==> src/hdl/rbpf_pkg.sv <==
package rbpf_pkg;

    // Fixed field widths
    localparam int COORD_W   = 12;
    localparam int DIM_W     = 13;
    localparam int KEY_W     = 9;
    localparam int PIX_W     = 32;
    localparam int ADDR_W    = 24;
    localparam int IDX_W     = 8;
    localparam int RGB_W     = 24;
    localparam int CFG_IDX_W = 3;
    localparam int CFG_DAT_W = 32;

    // Rectangle sides saturate here
    localparam int MAX_DIM = 4096;

    // Default palette depth
    localparam int PALETTE_ENTRIES_DEF = 256;

    localparam logic [7:0] ALPHA_OPAQUE = 8'hFF;

    // Configuration register indexes
    localparam logic [CFG_IDX_W-1:0] CFG_MODE        = 3'd0;
    localparam logic [CFG_IDX_W-1:0] CFG_DEST_X      = 3'd1;
    localparam logic [CFG_IDX_W-1:0] CFG_DEST_Y      = 3'd2;
    localparam logic [CFG_IDX_W-1:0] CFG_RECT_WIDTH  = 3'd3;
    localparam logic [CFG_IDX_W-1:0] CFG_RECT_HEIGHT = 3'd4;
    localparam logic [CFG_IDX_W-1:0] CFG_DEST_PITCH  = 3'd5;
    localparam logic [CFG_IDX_W-1:0] CFG_COLOR_KEY   = 3'd6;
    localparam logic [CFG_IDX_W-1:0] CFG_FILL_COLOR  = 3'd7;

    // Blit modes
    localparam logic [1:0] MODE_COPY  = 2'd0;
    localparam logic [1:0] MODE_INDEX = 2'd1;
    localparam logic [1:0] MODE_FILL  = 2'd2;

    // Request kinds
    localparam logic REQ_PIXEL   = 1'b0;
    localparam logic REQ_PALETTE = 1'b1;

    localparam logic [KEY_W-1:0] KEY_NONE = 9'd256;

    typedef struct packed {
        logic [1:0]         mode;
        logic [COORD_W-1:0] dest_x;
        logic [COORD_W-1:0] dest_y;
        logic [DIM_W-1:0]   rect_width;
        logic [DIM_W-1:0]   rect_height;
        logic [DIM_W-1:0]   dest_pitch;
        logic [KEY_W-1:0]   color_key;
        logic [PIX_W-1:0]   fill_color;
    } t_cfg;

    typedef struct packed {
        logic             req_type;
        logic [PIX_W-1:0] pixel_value;
        logic [7:0]       palette_index;
        logic [7:0]       palette_red;
        logic [7:0]       palette_green;
        logic [7:0]       palette_blue;
    } t_req;

    typedef struct packed {
        logic              write_enable;
        logic [ADDR_W-1:0] dest_address;
        logic [PIX_W-1:0]  dest_data;
        logic              last;
    } t_res;

    // Palette write port
    typedef struct packed {
        logic             en;
        logic [IDX_W-1:0] idx;
        logic [RGB_W-1:0] rgb;
    } t_pal_wr;

endpackage

==> src/hdl/rbpf_walk.sv <==
module rbpf_walk (
    input  logic                          i_clk,
    input  logic                          i_rst_n,
    input  rbpf_pkg::t_cfg                i_cfg,
    input  logic                          i_take,
    input  logic                          i_pixel,
    output logic                          o_span_ok,
    output logic [rbpf_pkg::ADDR_W-1:0]   o_addr,
    output logic                          o_last
);
    import rbpf_pkg::*;

    localparam logic [DIM_W+1:0] MAX_DIM_L = (DIM_W+2)'(MAX_DIM);

    logic [DIM_W-1:0]    r_col;
    logic [DIM_W-1:0]    r_row;
    logic [DIM_W-1:0]    n_col;
    logic [DIM_W-1:0]    n_row;
    logic [ADDR_W-1:0]   r_prod;
    logic [DIM_W:0]      r_xcol;
    logic                r_live;
    logic                r_last;

    logic [DIM_W-1:0]    w_sat;
    logic [DIM_W-1:0]    h_sat;
    logic                restart;
    logic [DIM_W-1:0]    col_e;
    logic [DIM_W-1:0]    row_e;
    logic [DIM_W-1:0]    col_inc;
    logic [DIM_W-1:0]    row_inc;
    logic                wrap_c;
    logic                wrap_r;
    logic [DIM_W:0]      ysum;
    logic [2*DIM_W:0]    prod;

    // Saturated rectangle sides
    assign w_sat = ({2'b00, i_cfg.rect_width} > MAX_DIM_L) ? MAX_DIM_L[DIM_W-1:0]
                                                           : i_cfg.rect_width;
    assign h_sat = ({2'b00, i_cfg.rect_height} > MAX_DIM_L) ? MAX_DIM_L[DIM_W-1:0]
                                                            : i_cfg.rect_height;
    assign o_span_ok = (w_sat != '0) && (h_sat != '0);

    // Effective position and raster advance
    always_comb begin
        restart = (r_col >= w_sat) || (r_row >= h_sat);
        col_e   = restart ? '0 : r_col;
        row_e   = restart ? '0 : r_row;
        col_inc = col_e + DIM_W'(1);
        row_inc = row_e + DIM_W'(1);
        wrap_c  = (col_inc == w_sat);
        wrap_r  = (row_inc == h_sat);
        if (wrap_c) begin
            n_col = '0;
            n_row = wrap_r ? '0 : row_inc;
        end else begin
            n_col = col_inc;
            n_row = row_e;
        end
        ysum = (DIM_W+1)'(i_cfg.dest_y) + (DIM_W+1)'(row_e);
        prod = (2*DIM_W+1)'(ysum) * (2*DIM_W+1)'(i_cfg.dest_pitch);
    end

    // Position counters
    always_ff @(posedge i_clk) begin
        if (!i_rst_n) begin
            r_col <= '0;
            r_row <= '0;
        end else if (i_take && i_pixel && o_span_ok) begin
            r_col <= n_col;
            r_row <= n_row;
        end
    end

    // Row product and column offset for the accepted item
    always_ff @(posedge i_clk) begin
        if (i_take) begin
            r_prod <= prod[ADDR_W-1:0];
            r_xcol <= (DIM_W+1)'(i_cfg.dest_x) + (DIM_W+1)'(col_e);
            r_live <= i_pixel && o_span_ok;
            r_last <= wrap_c && wrap_r;
        end
    end

    assign o_addr = r_live ? (r_prod + ADDR_W'(r_xcol)) : '0;
    assign o_last = r_live && r_last;

endmodule

==> config.mk <==
export PLATFORM = sky130hd
export DESIGN_NAME = rbpf_walk
export DESIGN_NICKNAME = d
export VERILOG_FILES = /design/src/hdl/rbpf_pkg.sv /design/src/hdl/rbpf_walk.sv
export SDC_FILE = /design/constraint.sdc
export NUM_CORES = 1
export LEC_CHECK = 0
export BUFFER_PORTS_ARGS = -buffer_cell sky130_fd_sc_hd__buf_2
export CORE_MARGIN = 2
export CORE_UTILIZATION = 66
export CTS_CLUSTER_SIZE = 10
export DETAILED_ROUTE_END_ITERATION = 7
export PLACE_DENSITY_LB_ADDON = 0.08
export SLEW_MARGIN = 20
export SYNTH_ARGS = -nofsm -noshare
export SYNTH_HDL_FRONTEND = slang
export SYNTH_SLANG_ARGS = --single-unit
==> constraint.sdc <==
create_clock -name i_clk -period 30.2 [get_ports i_clk]
set_input_delay 1.51 -clock i_clk [delete_from_list [all_inputs] [get_ports i_clk]]
set_output_delay 1.51 -clock i_clk [all_outputs]
set_load 0.02 [all_outputs]
Word level (Yosys, flattened, before mapping)
Cells that the tools add are included.
{"block": "word_totals", "ff_bits": 66, "in_bits": 110, "output_inout_bits": 26, "word_cells": 35}
{"block": "op_classes", "addsub": 5, "mul": 1, "magnitude_cmp": 4, "n_eq_ne": 2, "muxes": 8, "n_reduce_logical": 9}
{"cell": "13-bit 2-to-1 mux", "count": 7}
{"cell": "12-bit by 13-bit adder with 14-bit output", "count": 2}
{"cell": "13-bit by 1-bit adder with 13-bit output (second input constant)", "count": 2}
{"cell": "13-bit equality test", "count": 2}
{"cell": "13-bit >= comparator", "count": 2}
{"cell": "13-bit > comparator (second input constant)", "count": 2}
{"cell": "13-bit nonzero test", "count": 2}
{"cell": "24-bit by 14-bit adder with 24-bit output", "count": 1}
{"cell": "14-bit by 13-bit multiplier with 24-bit output", "count": 1}
{"cell": "24-bit 2-to-1 mux", "count": 1}
{"cell": "1-bit logical AND", "count": 6}
{"cell": "1-bit logical OR", "count": 1}

Longest topological paths before layout
Gate-level depths: netlist (run 1).
{"block": "logic_depth", "depth_word": 9, "depth_mapped": 46, "ltp_nobuf": 41}

Least setup slack after synthesis (run 1)
Ideal clock, no wire load.
{"block": "synth_path", "path_type": "in2reg", "startpoint": "input port i_cfg[79] in the netlist's numbering", "endpoint": "register r_prod[23], data pin", "setup_ns": 0.260, "arrival_time_ns": 10.503, "required_time_ns": 29.940, "path_slack_ns": 19.437, "path_stages": 42, "path_buffers": 5, "path_cell_list": "inv_1 -> clkbuf_1 -> nand2_1 -> ha_1 -> and4_1 -> o211a_1 -> a211oi_4 -> and3_1 -> buf_6 -> buf_4 -> clkbuf_1 -> and2_1 -> ha_1 -> and3_1 -> o2111ai_1 -> o211ai_1 -> maj3_1 -> a21o_1 -> [6 not listed] -> inv_1 -> fa_1 -> fa_1 -> inv_1 -> fa_1 -> inv_1 -> ha_1 -> or3_1 -> o21ai_0 -> a21oi_1 -> a2111oi_0 -> o21ai_0 -> a21oi_1 -> nor2b_1 -> o21ai_0 -> a21oi_1 -> xnor2_1 -> xnor2_1"}
{"block": "synth_via", "elab_chain_cells": 7}
{"element": "start: declaration", "line_no": "rbpf_walk.sv:4", "text": "input rbpf_pkg::t_cfg i_cfg,"}
{"element": "13-bit > comparator", "line_no": "rbpf_walk.sv:37", "text": "assign w_sat = ({2'b00, i_cfg.rect_width} > MAX_DIM_L) ? MAX_DIM_L[DIM_W-1:0]"}
{"element": "13-bit 2-to-1 mux (*)", "line_no": "rbpf_walk.sv:37"}
{"element": "13-bit >= comparator (*)", "line_no": "rbpf_walk.sv:45", "text": "restart = (r_col >= w_sat) || (r_row >= h_sat);"}
{"element": "1-bit logical OR (*)", "line_no": "rbpf_walk.sv:45"}
{"element": "13-bit 2-to-1 mux (*)", "line_no": "rbpf_walk.sv:47", "text": "row_e = restart ? '0 : r_row;"}
{"element": "12-bit by 13-bit adder with 14-bit output (*)", "line_no": "rbpf_walk.sv:59", "text": "ysum = (DIM_W+1)'(i_cfg.dest_y) + (DIM_W+1)'(row_e);"}
{"element": "14-bit by 13-bit multiplier with 24-bit output (*)", "line_no": "rbpf_walk.sv:60", "text": "prod = (2*DIM_W+1)'(ysum) * (2*DIM_W+1)'(i_cfg.dest_pitch);"}
{"element": "net prod[23]", "line_no": "rbpf_walk.sv:34", "text": "logic [2*DIM_W:0] prod;"}
{"element": "end signal: assignment", "line_no": "rbpf_walk.sv:77", "text": "r_prod <= prod[ADDR_W-1:0];"}
{"element": "end: declaration", "line_no": "rbpf_walk.sv:19", "text": "logic [ADDR_W-1:0] r_prod;"}
Mark *: on every way through the listed nets, which the timed path passes. The rest lies on a longest branch.
A chain may end at the register's enable or synchronous reset.

Worst setup path in the final report (run 1)
Ends and elaborated chain as after synthesis.

==> results.sh, run 1 <==
export IMPL_status="finished clean"
export IMPL_ys_warn_count=0
export IMPL_reg2reg_to="r_prod[23]"
export IMPL_cts_buffers=9
export IMPL_cts_root_buf="clkbuf_16"
export IMPL_detail_route_antenna_nets=0
export IMPL_die_x_um=139
export IMPL_dp_hpwl_um=21700
export IMPL_antenna_found_initial=1
export IMPL_ir_drop_mv=0.120
export IMPL_dr_total_vias=9838
export IMPL_cap_violations=0
export IMPL_synth_cell_type_count=81
export IMPL_netlist_instances=1421
export IMPL_synth_async_reset_ratio=0
export IMPL_maxSlewViolCount=0
export IMPL_postCtsSetupRepairBufs=0
export IMPL_drive_gt1_frac=0.0950
export IMPL_finalSetupViolCount=0
export IMPL_min_path_cells=2
export IMPL_synth_seq_cells=66
export IMPL_slowest_stage="a2111oi_0"
export IMPL_cts_buffer_depth=2
export IMPL_power_mw=1.08
export IMPL_tightestPinTransition_ns=1.10
export IMPL_start_util=0.669
export IMPL_gr_total_overflow=0
export IMPL_finalWeightedCongestion=0.912
export IMPL_hp_start="r_col[11]"
export IMPL_required_ns=30.32
export IMPL_drtIter0Drc=550
export IMPL_fin_cells=1714
export IMPL_synth_edf_count=40
export IMPL_avgSynthCellArea_um2=8.43
export IMPL_slowest_delay_ns=0.75
export IMPL_synth_top_area_share=0.222
export IMPL_crit_type="primary input to flop"
export IMPL_hold_viol=0
export IMPL_clkTransAtPathRegs_ns=0.06
export IMPL_grt_max_degree=44
export IMPL_io_pins=136
export IMPL_min_period_over_period=0.405
export IMPL_arrival_ns=12.36
export IMPL_synthesis_area_um2=12000
export IMPL_cts_htree_levels=3
export IMPL_yosys_top_cells_area="fa_1, ha_1, edfxtp_1"
export IMPL_syn2layout_area_growth_pct=7.47
export IMPL_rsz0062_at_grt="no"
export IMPL_dp_cells=1697
export IMPL_yosysSeqAreaShare=0.144
export IMPL_r2r_start="r_row[6]"
export IMPL_cts_tree="built"
export IMPL_final_nets=1844
export IMPL_rrSetupSlack_ns=19.20
export IMPL_core_area_um2=17900
export IMPL_clock_latency_ns=0.34
export IMPL_grt_first_pass_wirelength_um=46700
export IMPL_setup_tns_ns=0
export IMPL_fin_skew_ns=0.0115
export IMPL_p_per_area_nw_per_um2=83.7
export IMPL_power_leakage_nw=6.23
export IMPL_hold_path_class="flop to flop"
export IMPL_syn_nets=1786
export IMPL_drc=0
export IMPL_fmax_ghz=0.0817
export IMPL_cp_end_kind="flop"
export IMPL_grt_util_all_layers=0.296
export IMPL_crit_fanout=17
export IMPL_slew_headroom=0.268
export IMPL_cts_resized_gates=0
export IMPL_hold_path_end="r_col[11]"
export IMPL_fp_dieH_um=139
export IMPL_fp_dieArea_um2=19200
export IMPL_start_kind="primary input"
export IMPL_vias_per_cell=5.74
export IMPL_synth_area_leader_cell="fa_1"
export IMPL_clock_sinks=66
export IMPL_io_buffers=92
export IMPL_drt_pass1_iterations=5
export IMPL_detail_route_wl_per_cell_um=15.9
export IMPL_routed_wl_um=27200
export IMPL_layout_min_cycle_time_ns=12.24
export IMPL_rows=49
export IMPL_synth_ff_type="edfxtp_1"
export IMPL_ff2ff_path_depth=39
export IMPL_grt_pass1_vias=9805
export IMPL_hold_buffers=0
## sequential cells by signal, summed over array words and instances, names as in the netlist
signal	flops
r_col	13
r_last	1
r_live	1
r_prod	24
r_row	13
r_xcol	14
## layout by cell type, fill, tap and decap left out, drive strengths merged, types with 10 or more instances in the layout
| cell type | instances |
|---|---|
| a21boi | 26 |
| a21o | 14 |
| a21oi | 63 |
| and2 | 131 |
| and3 | 12 |
| buf | 102 |
| dfxtp | 26 |
| edfxtp | 40 |
| fa | 133 |
| ha | 122 |
| inv | 216 |
| nand2 | 154 |
| nand2b | 16 |
| nand3 | 31 |
| nand4 | 19 |
| nor2 | 54 |
| nor2b | 24 |
| nor3 | 24 |
| o21ai | 55 |
| o31ai | 10 |
| xnor2 | 63 |
| xor2 | 28 |
## Yosys cell counts, drive strengths merged, types with 28 or more instances
cell	instances
a21oi	63
nor2	54
xnor2	63
and2	131
fa	133
edfxtp	40
xor2	28
nand2	154
ha	122
clkbuf	42
o21ai	55
nand3	31
inv	215
## critical path: cells and delay by family
kind / cells / cell delay (ns)
AO/OA/AOI/OAI: 14 / 3.45
XOR/XNOR: 3 / 0.66
adder cells (fa/ha/maj): 10 / 4.02
buffers and inverters: 8 / 0.87
AND/OR/NAND/NOR: 7 / 1.86
## worst max-delay path by stage
stage	start	end	slack (ns)	depth (start not counted)
2_1_floorplan	i_cfg[79]	r_prod[23]	19.44	42
3_3_place_gp	i_cfg[66]	r_prod[23]	17.80	42
3_5_place_dp	i_cfg[66]	r_prod[23]	17.64	40
4_1_cts	i_cfg[66]	r_prod[23]	17.98	40
5_1_grt	i_cfg[79]	r_prod[23]	17.20	42
6_report	i_cfg[79]	r_prod[23]	17.96	42
## through the flow
step / utilization / hold slack, ns / worst slack (ns) / instance area [µm²]
2_1_floorplan: - / 0.483 / 19.44 / 12000
3_3_place_gp: 0.701 / 0.529 / 17.80 / 12600
3_5_place_dp: 0.701 / 0.537 / 17.64 / 12600
4_1_cts: 0.718 / 0.546 / 17.98 / 12900
5_1_grt: 0.719 / 0.580 / 17.20 / 12900
6_report: 0.719 / 0.558 / 17.96 / 12900
## layout make-up
type,count,area (µm²)
fill,1464,5030
clock inverter,7,78.8
multi-input combinational,1085,9220
sequential,66,1720
timing repair buffer,102,536
clock buffer,9,225
antenna,1,2.50
inverter,215,807
tap,229,287
## cell families after synthesis
group           share of synthesized area
xor+xnor                           0.0684
flops                               0.144
compound gates                      0.122
mux                               0.00178
simple gates                        0.225
fa+ha+maj                           0.351
buf+inv                            0.0882
## where the power goes
group,internal [mW],switching [mW],leakage [nW],total (mW)
Sequential,0.151,0.0104,0.604,0.162
Combinational,0.344,0.465,5.47,0.809
Clock,0.0645,0.0421,0.150,0.107
Total,0.560,0.517,6.23,1.08
## per-layer routing
layer	global-route usage	part of all wire
met3	0.0401	0.063
met5	0	0
met1	0.422	0.45
met4	0.0787	0.016
met2	0.480	0.47
Note: power is estimated with default switching activity, not from simulation.
==> inputs of run 2 (changes only) <==
CORE_UTILIZATION = 62   (was 66)
clock period = 12.3 ns   (was 30.2 ns; I/O delays follow)
==> results.sh, run 2 (synthesis gave the netlist of run 1 again) <==
export IMPL_finalSetupViolCount=0
export IMPL_min_path_cells=2
export IMPL_hp_start="r_col[11]"
export IMPL_postCtsSetupRepairBufs=0
export IMPL_power_leakage_nw=6.28
export IMPL_cts_tree="built"
export IMPL_drt_pass1_iterations=5
export IMPL_reg2reg_to="r_prod[23]"
export IMPL_final_fill_count=1597
export IMPL_fp_dieArea_um2=20400
export IMPL_detail_route_wl_per_cell_um=16.2
export IMPL_setup_tns_ns=0
export IMPL_hold_viol=0
export IMPL_final_nets=1852
export IMPL_layout_setup_ws_ns=1.73
export IMPL_io_buffers=92
export IMPL_status="finished clean"
export IMPL_min_period_over_period=0.859
export IMPL_layout_cells_most_common="inv_1"
export IMPL_ir_drop_mv=0.288
export IMPL_cts_buffers=9
export IMPL_rrSetupSlack_ns=1.93
export IMPL_cp_end_kind="flop"
export IMPL_r2r_start="r_col[0]"
export IMPL_final_cell_area_um2=13000
export IMPL_layout_common_cells="inv_1, nand2_1, fa_1"
export IMPL_layout_min_cycle_time_ns=10.57
export IMPL_hold_path_end="r_col[11]"
export IMPL_detail_route_antenna_nets=0
export IMPL_grt_util_all_layers=0.289
export IMPL_vias_per_cell=5.69
export IMPL_slowest_stage="fa_1"
export IMPL_top_regs="r_prod: 24 flops, r_xcol: 14 flops"
export IMPL_cts_htree_levels=3
export IMPL_grt_max_degree=43
export IMPL_dp_hpwl_um=22800
export IMPL_finalWeightedCongestion=0.931
export IMPL_gr_total_overflow=0
export IMPL_core_area_um2=18800
export IMPL_rsz0062_at_grt="no"
export IMPL_clkTransAtPathRegs_ns=0.07
export IMPL_hold_path_class="flop to flop"
export IMPL_clock_sinks=66
export IMPL_required_ns=12.43
export IMPL_largest_reg_flops=24
export IMPL_crit_type="primary input to flop"
export IMPL_fp_dieH_um=143
export IMPL_regMostFlops="r_prod"
export IMPL_cap_violations=0
export IMPL_cts_root_buf="clkbuf_16"
export IMPL_grt_first_pass_wirelength_um=47100
export IMPL_start_kind="primary input"
export IMPL_dpl_instance_area_um2=12600
export IMPL_drive_gt1_frac=0.0992
export IMPL_routed_wl_um=28400
export IMPL_rows=50
export IMPL_slowest_delay_ns=0.53
export IMPL_fin_skew_ns=0.0112
export IMPL_cts_resized_gates=0
export IMPL_tightestPinTransition_ns=0.882
export IMPL_maxSlewViolCount=0
export IMPL_cts_buffer_depth=2
export IMPL_ff2ff_path_depth=40
export IMPL_place_ws_ns=1.59
export IMPL_die_x_um=143
export IMPL_crit_fanout=19
export IMPL_arrival_ns=10.70
export IMPL_grt_pass1_vias=9829
export IMPL_fmax_ghz=0.0946
export IMPL_drtIter0Drc=569
export IMPL_slew_headroom=0.397
export IMPL_hold_buffers=0
export IMPL_dr_total_vias=9966
export IMPL_antenna_found_initial=0
export IMPL_io_pins=136
export IMPL_drc=0
export IMPL_clock_latency_ns=0.35
export IMPL_syn2layout_area_growth_pct=8.59
export IMPL_start_util=0.636
export IMPL_diodes=0
export IMPL_p_per_area_nw_per_um2=208
## run 2: per-layer routing
metal	vias to the layer above	part of all wire	track usage	wire length, µm
met5	-	0	0	0
met4	0	0.016	0.0709	461
met3	35	0.048	0.0295	1370
met2	262	0.48	0.491	13600
met1	4884	0.46	0.400	12900
li1	4785	-	-	-
## run 2: area by class of cell
cell class,count,area [µm²],share of cell area
Timing Repair Buffer,110,596,0.0458
Tap cell,260,325,0.0250
Clock buffer,9,225,0.0173
Multi-Input combinational cell,1085,9210,0.708
Clock inverter,7,124,0.00952
Sequential cell,66,1720,0.132
Inverter,215,807,0.0620
## run 2: critical path, delay by kind of cell
family                   cells  cell delay, ns
adder cells (fa/ha/maj)      9            3.74
buffers and inverters        9            1.25
AND/OR/NAND/NOR              8            1.59
XOR/XNOR                     3            0.59
AO/OA/AOI/OAI               13            2.93
## run 2: metrics by stage
stage / std cells / hold slack [ns] / total power [mW] / util
2_1_floorplan: 1421 / 0.483 / 1.91 / -
3_3_place_gp: 1736 / 0.531 / 2.31 / 0.672
3_5_place_dp: 1736 / 0.546 / 2.38 / 0.672
4_1_cts: 1752 / 0.551 / 2.70 / 0.690
5_1_grt: 1752 / 0.576 / 3.00 / 0.691
6_report: 1752 / 0.559 / 2.70 / 0.691
## run 2: worst max-delay path by stage
stage	start	end	slack [ns]	depth (start not counted)
5_1_grt	i_cfg[79]	r_prod[23]	1.13	42
2_1_floorplan	i_cfg[79]	r_prod[23]	2.43	42
4_1_cts	i_cfg[79]	r_prod[23]	1.89	42
3_3_place_gp	i_cfg[79]	r_prod[23]	1.70	42
6_report	i_cfg[79]	r_prod[23]	1.73	42
3_5_place_dp	i_cfg[79]	r_prod[23]	1.59	42
## run 2: where the power goes
group          internal [mW]  total, mW  switching [mW]
logic                  0.858       1.99            1.14
clock network          0.200      0.309           0.109
registers              0.371      0.396          0.0247
==> inputs of run 3 (changes only) <==
CELL_PAD_IN_SITES_DETAIL_PLACEMENT = 1   (was default)
CELL_PAD_IN_SITES_GLOBAL_PLACEMENT = 2   (was default)
CORE_UTILIZATION = 37   (was 62)
HOLD_SLACK_MARGIN = 0.12   (was default)
==> results.sh, run 3 (synthesis gave the netlist of run 1 again) <==
export IMPL_detail_route_antenna_nets=0
export IMPL_dp_hpwl_um=27600
export IMPL_clock_latency_ns=0.36
export IMPL_cts_buffers=9
export IMPL_clkPwrFrac=0.101
export IMPL_pwr_share_seq=0.147
export IMPL_drtIter0Drc=376
export IMPL_postCtsSetupRepairBufs=0
export IMPL_slowest_delay_ns=0.66
export IMPL_min_period_over_period=0.879
export IMPL_largest_reg_flops=24
export IMPL_fp_dieArea_um2=33800
export IMPL_cap_violations=0
export IMPL_grt_util_all_layers=0.206
export IMPL_vias_per_cell=5.18
export IMPL_cts_buffer_depth=2
export IMPL_clkTransAtPathRegs_ns=0.06
export IMPL_grt_use_met2=0.344
export IMPL_core_area_um2=31700
export IMPL_hold_buffers=0
export IMPL_antenna_found_initial=4
export IMPL_required_ns=12.40
export IMPL_cts_tree="built"
export IMPL_cp_end_kind="flop"
export IMPL_slowest_stage="o41ai_4"
export IMPL_finalSetupViolCount=0
export IMPL_cts_resized_gates=0
export IMPL_power_mw=2.71
export IMPL_p_per_area_nw_per_um2=206
export IMPL_crit_type="primary input to flop"
export IMPL_start_util=0.378
export IMPL_fp_dieH_um=184
export IMPL_layout_min_cycle_time_ns=10.81
export IMPL_drive_gt1_frac=0.0978
export IMPL_switching_share=0.480
export IMPL_ir_drop_mv=0.207
export IMPL_crit_fanout=19
export IMPL_slew_headroom=0.345
export IMPL_top_usage_layer="met2"
export IMPL_detail_route_wl_per_cell_um=17.5
export IMPL_start_kind="primary input"
export IMPL_grt_pass1_vias=10200
export IMPL_grt_max_degree=43
export IMPL_syn2layout_area_growth_pct=9.75
export IMPL_hold_path_class="flop to flop"
export IMPL_clock_sinks=66
export IMPL_die_x_um=184
export IMPL_p_int_mw=1.41
export IMPL_io_pins=136
export IMPL_top_regs="r_prod: 24 flops, r_xcol: 14 flops"
export IMPL_rsz0062_at_grt="no"
export IMPL_grtUsageMet1=0.292
export IMPL_grt_first_pass_wirelength_um=54500
export IMPL_p_sw_mw=1.30
export IMPL_dr_total_vias=9820
export IMPL_drc=0
export IMPL_power_leakage_nw=6.26
export IMPL_cts_htree_levels=3
export IMPL_io_buffers=92
export IMPL_maxSlewViolCount=0
export IMPL_hold_viol=0
export IMPL_cts_root_buf="clkbuf_16"
export IMPL_finalWeightedCongestion=0.805
export IMPL_fin_skew_ns=0.0188
export IMPL_arrival_ns=10.92
export IMPL_grt_util_met3=0.0174
export IMPL_comb_power_share=0.752
export IMPL_regMostFlops="r_prod"
export IMPL_setup_tns_ns=0
export IMPL_fmax_ghz=0.0925
export IMPL_status="finished clean"
export IMPL_gr_total_overflow=0
export IMPL_layout_common_cells="inv_1, nand2_1, fa_1"
export IMPL_tightestPinTransition_ns=0.957
export IMPL_routed_wl_um=33200
export IMPL_drt_pass1_iterations=4
export IMPL_layout_cells_most_common="inv_1"
export IMPL_final_nets=1853
export IMPL_rows=65
export IMPL_diodes=0
-- run 3: area by class of cell --
cell class | instances | area [µm²]
Sequential cell | 66 | 1720
Clock buffer | 10 | 229
Tap cell | 402 | 503
Clock inverter | 6 | 81.3
Multi-Input combinational cell | 1085 | 9200
Inverter | 215 | 807
Fill cell | 3787 | 18600
Timing Repair Buffer | 111 | 603
-- run 3: final timing paths --
kind / startpoint / endpoint / slack (ns) / cells after the start
setup / recovery: i_cfg[66] / r_prod[23] / 1.49 / 42
hold reg to reg: r_col[4] / r_col[4] / 0.55 / 2
hold / removal: r_col[4] / r_col[4] / 0.55 / 2
setup reg to reg: r_col[0] / r_prod[23] / 1.64 / 40
-- run 3: through the flow --
step / std cells / instance area, µm² / setup slack, ns / hold WS (ns) / util
floorplan: 1421 / 12000 / 2.43 / 0.483 / -
global placement: 1879 / 12800 / 1.27 / 0.542 / 0.405
detailed placement: 1879 / 12800 / 1.12 / 0.554 / 0.405
CTS: 1895 / 13100 / 1.43 / 0.562 / 0.414
global route: 1895 / 13100 / 0.738 / 0.577 / 0.414
finish: 1895 / 13100 / 1.49 / 0.555 / 0.414
-- run 3: power by group through the flow --
stage | combinational (mW) | sequential, mW | clock (mW)
2_1_floorplan | 1.52 | 0.390 | 0
3_3_place_gp | 2.01 | 0.401 | 0
3_5_place_dp | 2.07 | 0.402 | 0
4_1_cts | 2.09 | 0.398 | 0.283
5_1_grt | 2.35 | 0.403 | 0.290
6_report | 2.04 | 0.398 | 0.274
-- run 3: critical path, delay by kind of cell --
family	cells	cell delay (ns)
fa+ha+maj	9	3.79
simple gates	8	1.54
xor+xnor	3	0.67
buf+inv	9	1.25
compound gates	13	3.02
-- run 3: routing by layer --
metal  wire [µm]  vias to the layer above
met3         909                       19
met1       16300                     4884
li1            -                     4792
met5           9                        -
met4         297                        2
met2       15700                      123
